File: src/rtl/amr_ram.sv
module amr_ram #(
    parameter int Width = 8,
    parameter int Depth = 16
) (
    input  logic                     i_clk,
    input  logic                     i_we,
    input  logic [$clog2(Depth)-1:0] i_waddr,
    input  logic [Width-1:0]         i_wdata,
    input  logic [$clog2(Depth)-1:0] i_raddr,
    output logic [Width-1:0]         o_rdata
);
    logic [Width-1:0] r_mem [Depth];
    logic [Width-1:0] r_rdata;

    always_ff @(posedge i_clk) begin
        if (i_we) r_mem[i_waddr] <= i_wdata;
        r_rdata <= r_mem[i_raddr];
    end
    assign o_rdata = r_rdata;
endmodule

File: config.mk
export PLATFORM = sky130hd
export DESIGN_NAME = amr_ram
export DESIGN_NICKNAME = d
export VERILOG_FILES = /design/src/rtl/amr_ram.sv
export SDC_FILE = /design/constraint.sdc
export NUM_CORES = 1
export LEC_CHECK = 0
export ABC_CLOCK_PERIOD_IN_PS = 1400
export BUFFER_PORTS_ARGS = -buffer_cell sky130_fd_sc_hd__buf_4
export CORE_ASPECT_RATIO = 1.75
export CORE_MARGIN = 1.5
export CORE_UTILIZATION = 54
export CTS_CLUSTER_SIZE = 28
export DETAILED_ROUTE_END_ITERATION = 7
export GPL_TIMING_DRIVEN = 0
export PLACE_DENSITY = 0.84
export SETUP_SLACK_MARGIN = 0.3
export SYNTH_ARGS = -nofsm -noshare
export SYNTH_HDL_FRONTEND = slang
export SYNTH_SLANG_ARGS = --single-unit
File: constraint.sdc
create_clock -name i_clk -period 1.4 [get_ports i_clk]
set_input_delay 0 -clock i_clk [delete_from_list [all_inputs] [get_ports i_clk]]
set_output_delay 0 -clock i_clk [all_outputs]
set_load 0.01 [all_outputs]
==> reports/metrics.yaml, run 1 <==
outcome:
  status: "completed"
finish:
  layout_commonest_cell: "edfxtp_1"
  fin_area_sq_um: 6091
  fillers: 576
  nets: 298
  drive_above_1_share_pct: 35.96
  insertedDiodeCount: 0
  syn_to_final_growth_pct: 18.33
  final_cell_mix: "128 x edfxtp_1, 32 x mux4_2, 25 x buf_4"
  final_util_pct: 65.14
  layout.cells.non_filler: 414
die:
  initial_core_util_pct: 55.05
  dieArea_sq_um: 10150
  core_area_sq_um: 9350
  die_h_microns: 132.2
  num_rows: 47
  pin_count: 26
  die_w_microns: 76.81
placed_design:
  dp.cells: 375
  gp_congestion: 0.7371
  dpl_cell_area_sq_um: 5464
  io_buffers: 24
  hpwl_mm: 6.271
  dp_slack_ps: -89.69
logic_synthesis:
  synthTopCellsByArea: "edfxtp_1 75%, mux4_2 7.9%, mux4_1 7.1%"
  muxShareOfSynthArea_pct: 15.02
  yosysWarnings: 0
  syn-cell-area_sq_um: 5147
  synth-compound-area-share_pct: 2.333
  yosysTopAreaCell: "edfxtp_1"
  synth_top_family_by_area: "multiplexers"
  synth_nets: 247
  synth_cells: 229
  ys_ff_latch: 136
  ys_types: 19
  synth_simple_gate_area_share_pct: 3.184
  synth_xor_area_share_pct: 0
  syn_avg_cell_area_sq_um: 22.48
  netlist.area_leader.share_pct: 74.67
  seq_area_frac_synth_pct: 77.78
  synthAdderAreaFrac_pct: 0
route:
  viasPerCell: 5.824
  wl_per_cell_microns: 23.04
  routed_wl_mm: 9.537
  drtIter0Drc: 213
  drtPass1Iterations: 4
  drc: 0
  vias: 2411
  ant_nets: 0
sta:
  setup_viol: 0
  finalHoldViolations: 0
  period_needed_ps: 1374
  fmax_mhz: 727.7
  rsz0062_at_grt: "yes"
  tightest_slew_ps: 829.0
  fin_skew_ps: 7.372
  setup_ws_ps: 25.79
  tns_ps: 0
  layout_worst_path_cycle_share_pct: 98.16
  holdWs_ps: 10.73
  slew_headroom_pct: 44.43
  slew_violations: 0
power_and_ir_drop:
  p_leak_nw: 2.000
  p_per_area_nw_per_um2: 1474
  total_power_mw: 8.977
  max-vdd-ir-drop_v: 0.001003
setup_path:
  critPathCaptureType: "register"
  cp.required_ps: 1690
  crit_type: "register to register"
  max_stage_delay_ps: 480
  crit_slowest_cell: "mux4_2"
  startpoint_type: "register"
  worstPathMaxFanout: 1
  crit_arrival_ps: 1670
  crit_chain: "mux4_2 -> a22oi_2 -> nand2_1"
clock_tree:
  clk_pin_slew_ps: 50
  cts_num_sinks: 136
  post_cts_buffers: 0
  cts_made_buffers: 17
  clock_latency_ps: 410
  htree_num_levels: 4
  cts_buffer_depth: 2
  cts_tree: "yes"
  cts_root_buf: "clkbuf_16"
global_routing:
  grt_pass1_wl_mm: 14.78
  first_global_vias: 2535
  antenna_found_initial: 0
  grtUsageTotal_pct: 20.89
  grt_max_degree: 17
  grt_overflow_total: 0
hold_path:
  hold_class: "primary input to register"
job:
  max_cap_violations: 0
sequential cells by signal (all words and copies together), names as in the netlist:
| register | count |
|---|---|
| o_rdata | 8 |
| r_mem | 128 |
layer usage:
metal	GRT usage (%)	up-vias	part of all wire, %
met1	24.90	1240	38
met2	34.41	87	55
li1	-	1058	-
met4	13.68	0	3.3
met5	0	-	0
met3	4.083	26	3.5
path summary, 6_finish.rpt:
check / slack, ps / cells after the start / start / end
worst min register to register: 690 / 3 / r_mem[10][7] / o_rdata[7]
worst max register to register: 30 / 3 / r_mem[3][0] / o_rdata[0]
worst min-delay path: 10 / 2 / i_waddr[1] / r_mem[0][0]
worst max-delay path: 30 / 3 / r_mem[3][0] / o_rdata[0]
kinds of logic after synthesis:
family,after synthesis
and+or+nand+nor,35
buffers and inverters,10
muxes,32
AOI/OAI and AO/OA,16
DFF,136
report_power, final:
part	internal (mW)	switching, mW
registers	4.56	0.0253
clock network	2.38	1.51
logic	0.234	0.270
cells in the mapped netlist (all sizes together):
cell and n:
edfxtp 128, a22oi 16, buf 7, nor2b 1
nor3 4, nand2b 2, dfxtp 8, and2 1
nand2 9, clkdlybuf4s25 3, nand3b 2, nor2 13
or3b 1, mux4 32, nand3 1, and2b 1
repair_timing:
item,in CTS,in global routing
pin swaps,2,2
endpoints found under the setup margin,8,16
endpoints found under the hold margin,136,0
hold buffers,8,0
gates resized for setup,2,4
layout make-up:
class / count / area (sq um) / share of cell area [%]
plain buffers: 10 / 86.33 / 1.417
clock buffers: 19 / 432.9 / 7.108
clock inverters: 12 / 86.33 / 1.417
multi-input cells: 83 / 1069 / 17.54
flip-flops and latches: 136 / 4004 / 65.74
well taps: 122 / 152.6 / 2.506
repair buffers: 32 / 260.3 / 4.273
critical path, delay by kind of cell (launching register included):
kind / cells / cell delay (ps)
muxes: 1 / 480
and+or+nand+nor: 1 / 110
AOI/OAI and AO/OA: 1 / 280
DFF: 1 / 380
Power figures use the tool's default switching activity.
==> inputs of run 2 (changes only) <==
- CELL_PAD_IN_SITES_DETAIL_PLACEMENT: not set -> 1
- CELL_PAD_IN_SITES_GLOBAL_PLACEMENT: not set -> 1
- CORE_UTILIZATION: 54 -> 48
==> reports/metrics.yaml, run 2 (same netlist as run 1, synthesis figures left out) <==
power_and_ir_drop:
  p_per_area_nw_per_um2: 1556
  p_leak_nw: 2.038
  max-vdd-ir-drop_v: 0.001015
die:
  initial_core_util_pct: 49.68
  die_h_microns: 140.0
  dieArea_sq_um: 11380
  die_w_microns: 81.28
  num_rows: 49
  core_area_sq_um: 10360
  pin_count: 26
sta:
  tightest_slew_ps: 858.8
  finalHoldViolations: 0
  slew_headroom_pct: 42.43
  holdWs_ps: 1.805
  period_needed_ps: 1364
  fin_skew_ps: 8.074
  setup_viol: 0
  slew_violations: 0
  fmax_mhz: 732.9
  tns_ps: 0
  rsz0062_at_grt: "yes"
  layout_worst_path_cycle_share_pct: 97.46
outcome:
  status: "completed"
finish:
  nets: 298
  drive_above_1_share_pct: 37.54
  syn_to_final_growth_pct: 20.37
  insertedDiodeCount: 0
  final_cell_mix: "128 x edfxtp_1, 32 x mux4_2, 25 x buf_4"
  layout_commonest_cell: "edfxtp_1"
  fillers: 874
  regMostFlops: "r_mem"
  fin_area_sq_um: 6196
  largest_reg_flops: 128
global_routing:
  first_global_vias: 2708
  antenna_found_initial: 0
  grt_overflow_total: 0
  grtUsageMet2_pct: 36.10
  met3_usage_pct: 4.821
  grtUsageTotal_pct: 21.92
  grt_use_met1_pct: 27.05
  grt_pass1_wl_mm: 16.58
  grt_busiest_layer: "met2"
  grt_max_degree: 17
setup_path:
  crit_arrival_ps: 1650
  startpoint_type: "register"
  critPathTopFamily: "multiplexers"
  crit_chain: "mux4_2 -> a22oi_1 -> nand2_1"
  critPathCaptureType: "register"
  worstPathMaxFanout: 1
  crit_buf_inv: 0
  reg2reg_depth: 3
  r2r-start: "r_mem[7][4]"
  regToRegSetupSlack_ps: 40
  cp-startpoint: "r_mem[7][4]"
  cp.required_ps: 1690
  crit_type: "register to register"
  crit_slowest_cell: "mux4_2"
  max_stage_delay_ps: 510
  r2r-end: "o_rdata[4]"
hold_path:
  min_delay_path_depth: 2
  whs_endpoint: "r_mem[0][4]"
  hp-start: "i_waddr[1]"
  hold_class: "primary input to register"
route:
  wl_per_cell_microns: 26.01
  drc: 0
  drtIter0Drc: 144
  vias: 2448
  viasPerCell: 5.829
  routed_wl_mm: 10.93
  ant_nets: 0
  drtPass1Iterations: 4
clock_tree:
  clk_pin_slew_ps: 50
  clock_latency_ps: 410
  cts_buffer_depth: 2
  cts_tree: "yes"
  htree_num_levels: 4
  cts_root_buf: "clkbuf_16"
  cts_num_sinks: 136
  cts_made_buffers: 17
job:
  max_cap_violations: 0
placed_design:
  gp_congestion: 0.7584
  hpwl_mm: 7.182
  io_buffers: 24
  dpl_cell_area_sq_um: 5470
-- run 2: layer usage --
metal	wire length, microns	vias up
li1	-	1059
met1	4247	1288
met2	6126	92
met3	422	9
met4	129	0
met5	0	-
-- run 2: how the worst max path moves through the flow --
stage                     cells past startpoint  slack, ps           to
after floorplan                               3        270   o_rdata[0]
after global placement                        5        -50   o_rdata[1]
after detailed placement                      3       -130  r_mem[9][2]
after CTS                                     3         20   o_rdata[1]
after global routing                          3         10   o_rdata[1]
final                                         3         40   o_rdata[4]
-- run 2: through the flow --
| stage | power, mW | setup slack, ps | cells | util, % |
|---|---|---|---|---|
| floorplan | 4.914 | 273.1 | 229 | - |
| global placement | 5.119 | -47.28 | 380 | 52.80 |
| detailed placement | 5.160 | -130.2 | 380 | 52.80 |
| CTS | 9.681 | 23.94 | 420 | 59.75 |
| global route | 9.857 | 13.90 | 420 | 59.80 |
| finish | 9.641 | 35.58 | 420 | 59.80 |
-- run 2: final cells by class --
type	instances	area [sq um]	area share [%]
well taps	127	158.9	2.565
flip-flops and latches	136	4004	64.62
clock inverters	8	118.9	1.918
plain buffers	10	86.33	1.393
multi-input cells	83	1076	17.37
clock buffers	24	491.7	7.936
repair buffers	32	260.3	4.200
-- run 2: report_power, final --
part           internal (mW)  switching, mW  total (mW)  leakage (nW)
sequential              4.55         0.0271        4.58          1.22
combinational          0.235          0.285       0.520         0.520
clock                   2.98           1.56        4.54         0.294
-- run 2: timing repair --
item | CTS | global route
setup buffers | 0 | 0
resized for setup | 6 | 2
setup endpoints to repair | 8 | 24
endpoints found under the hold margin | 136 | 0
pin swaps | 2 | 2
hold buffers | 8 | 0
==> inputs of run 3 (changes only) <==
- CORE_UTILIZATION: 48 -> 35
- PLACE_DENSITY: 0.84 -> 0.67
==> reports/metrics.yaml, run 3 (same netlist as run 1, synthesis figures left out) <==
placed_design:
  io_buffers: 24
  hpwl_mm: 6.818
  dp_slack_ps: -89.59
  dpl_cell_area_sq_um: 5537
  dp.cells: 433
  gp_congestion: 0.7508
clock_tree:
  clk_pin_slew_ps: 60
  cts_root_buf: "clkbuf_16"
  clock_latency_ps: 420
  cts_tree: "yes"
  htree_num_levels: 4
  cts_buffer_depth: 2
  post_cts_buffers: 0
  cts_made_buffers: 17
  cts_num_sinks: 136
setup_path:
  startpoint_type: "register"
  crit_type: "register to register"
  crit_arrival_ps: 1630
  reg2reg_depth: 3
  cp.required_ps: 1690
  worstPathMaxFanout: 1
  critPathCaptureType: "register"
die:
  num_rows: 58
  initial_core_util_pct: 35.82
  dieArea_sq_um: 15470
  die_h_microns: 163.4
  pin_count: 26
  core_area_sq_um: 14370
  die_w_microns: 94.68
hold_path:
  hold_class: "primary input to register"
  min_delay_path_depth: 2
sta:
  slew_headroom_pct: 44.46
  layout_worst_path_cycle_share_pct: 95.96
  finalHoldViolations: 0
  fin_skew_ps: 8.544
  holdWs_ps: 8.880
  slew_violations: 0
  setup_ws_ps: 56.49
  period_needed_ps: 1344
  tightest_slew_ps: 830.1
  rsz0062_at_grt: "yes"
  setup_viol: 0
  fmax_mhz: 744.3
finish:
  nets: 298
  largest_reg_flops: 128
  drive_above_1_share_pct: 37.88
  syn_to_final_growth_pct: 22.12
  fin_area_sq_um: 6286
  layout_commonest_cell: "edfxtp_1"
  layout.cells.non_filler: 473
  insertedDiodeCount: 0
  regMostFlops: "r_mem"
  final_cell_mix: "128 x edfxtp_1, 32 x mux4_2, 25 x buf_4"
global_routing:
  grt_pass1_wl_mm: 15.83
  grt_max_degree: 17
  grt_overflow_total: 0
  grtUsageTotal_pct: 15.17
  antenna_found_initial: 0
  first_global_vias: 2600
route:
  drc: 0
  drtPass1Iterations: 4
  wl_per_cell_microns: 21.80
  drtIter0Drc: 229
  vias: 2368
  ant_nets: 0
  routed_wl_mm: 10.31
  viasPerCell: 5.006
power_and_ir_drop:
  p_per_area_nw_per_um2: 1559
  total_power_mw: 9.801
  p_leak_nw: 2.047
  max-vdd-ir-drop_v: 0.0007841
job:
  max_cap_violations: 0
outcome:
  status: "completed"
## run 3: stage by stage
step	TNS (ps)	utilization [%]
finish	0	43.75
detailed placement	-3837	38.53
global route	0	43.75
global placement	-2309	38.53
CTS	0	43.69
floorplan	0	-
## run 3: repair_timing
action / CTS / global route
pin swaps: 0 / 1
endpoints found under the setup margin: 8 / 20
endpoints found under the hold margin: 136 / 0
resized for setup: 6 / 2
hold buffers: 8 / 0
## run 3: power by group
group,switching [mW],internal [mW],total [mW]
Combinational,0.280,0.235,0.515
Sequential,0.0246,4.55,4.58
Clock,1.64,3.07,4.71
Total,1.95,7.86,9.80
## run 3: worst paths after layout
path              slack, ps           to    startpoint
hold / removal            9  r_mem[0][0]    i_waddr[1]
setup reg to reg         60   o_rdata[7]   r_mem[0][7]
setup / recovery         60   o_rdata[7]   r_mem[0][7]
hold reg to reg         690   o_rdata[3]  r_mem[11][3]
## run 3: layer usage
metal | wire length, microns | GRT usage, % | up-vias
met5 | 0 | 0 | -
met4 | 306 | 7.870 | 0
met3 | 368 | 4.516 | 19
met2 | 5497 | 24.81 | 57
met1 | 4138 | 17.80 | 1230
li1 | - | - | 1062
## run 3: area by class of cell
| class | count | area [sq um] |
|---|---|---|
| Timing Repair Buffer | 32 | 260.3 |
| Multi-Input combinational cell | 83 | 1080 |
| Buffer | 10 | 86.33 |
| Clock inverter | 12 | 173.9 |
| Sequential cell | 136 | 4004 |
| Tap cell | 180 | 225.2 |
| Clock buffer | 20 | 456.7 |
| Fill cell | 1356 | 8083 |
## run 3: worst max-delay path, cell delays in order (launching register included)
cell      delay [ps]
edfxtp_1         370
mux4_2           470
a22oi_2          260
nand2_1          110
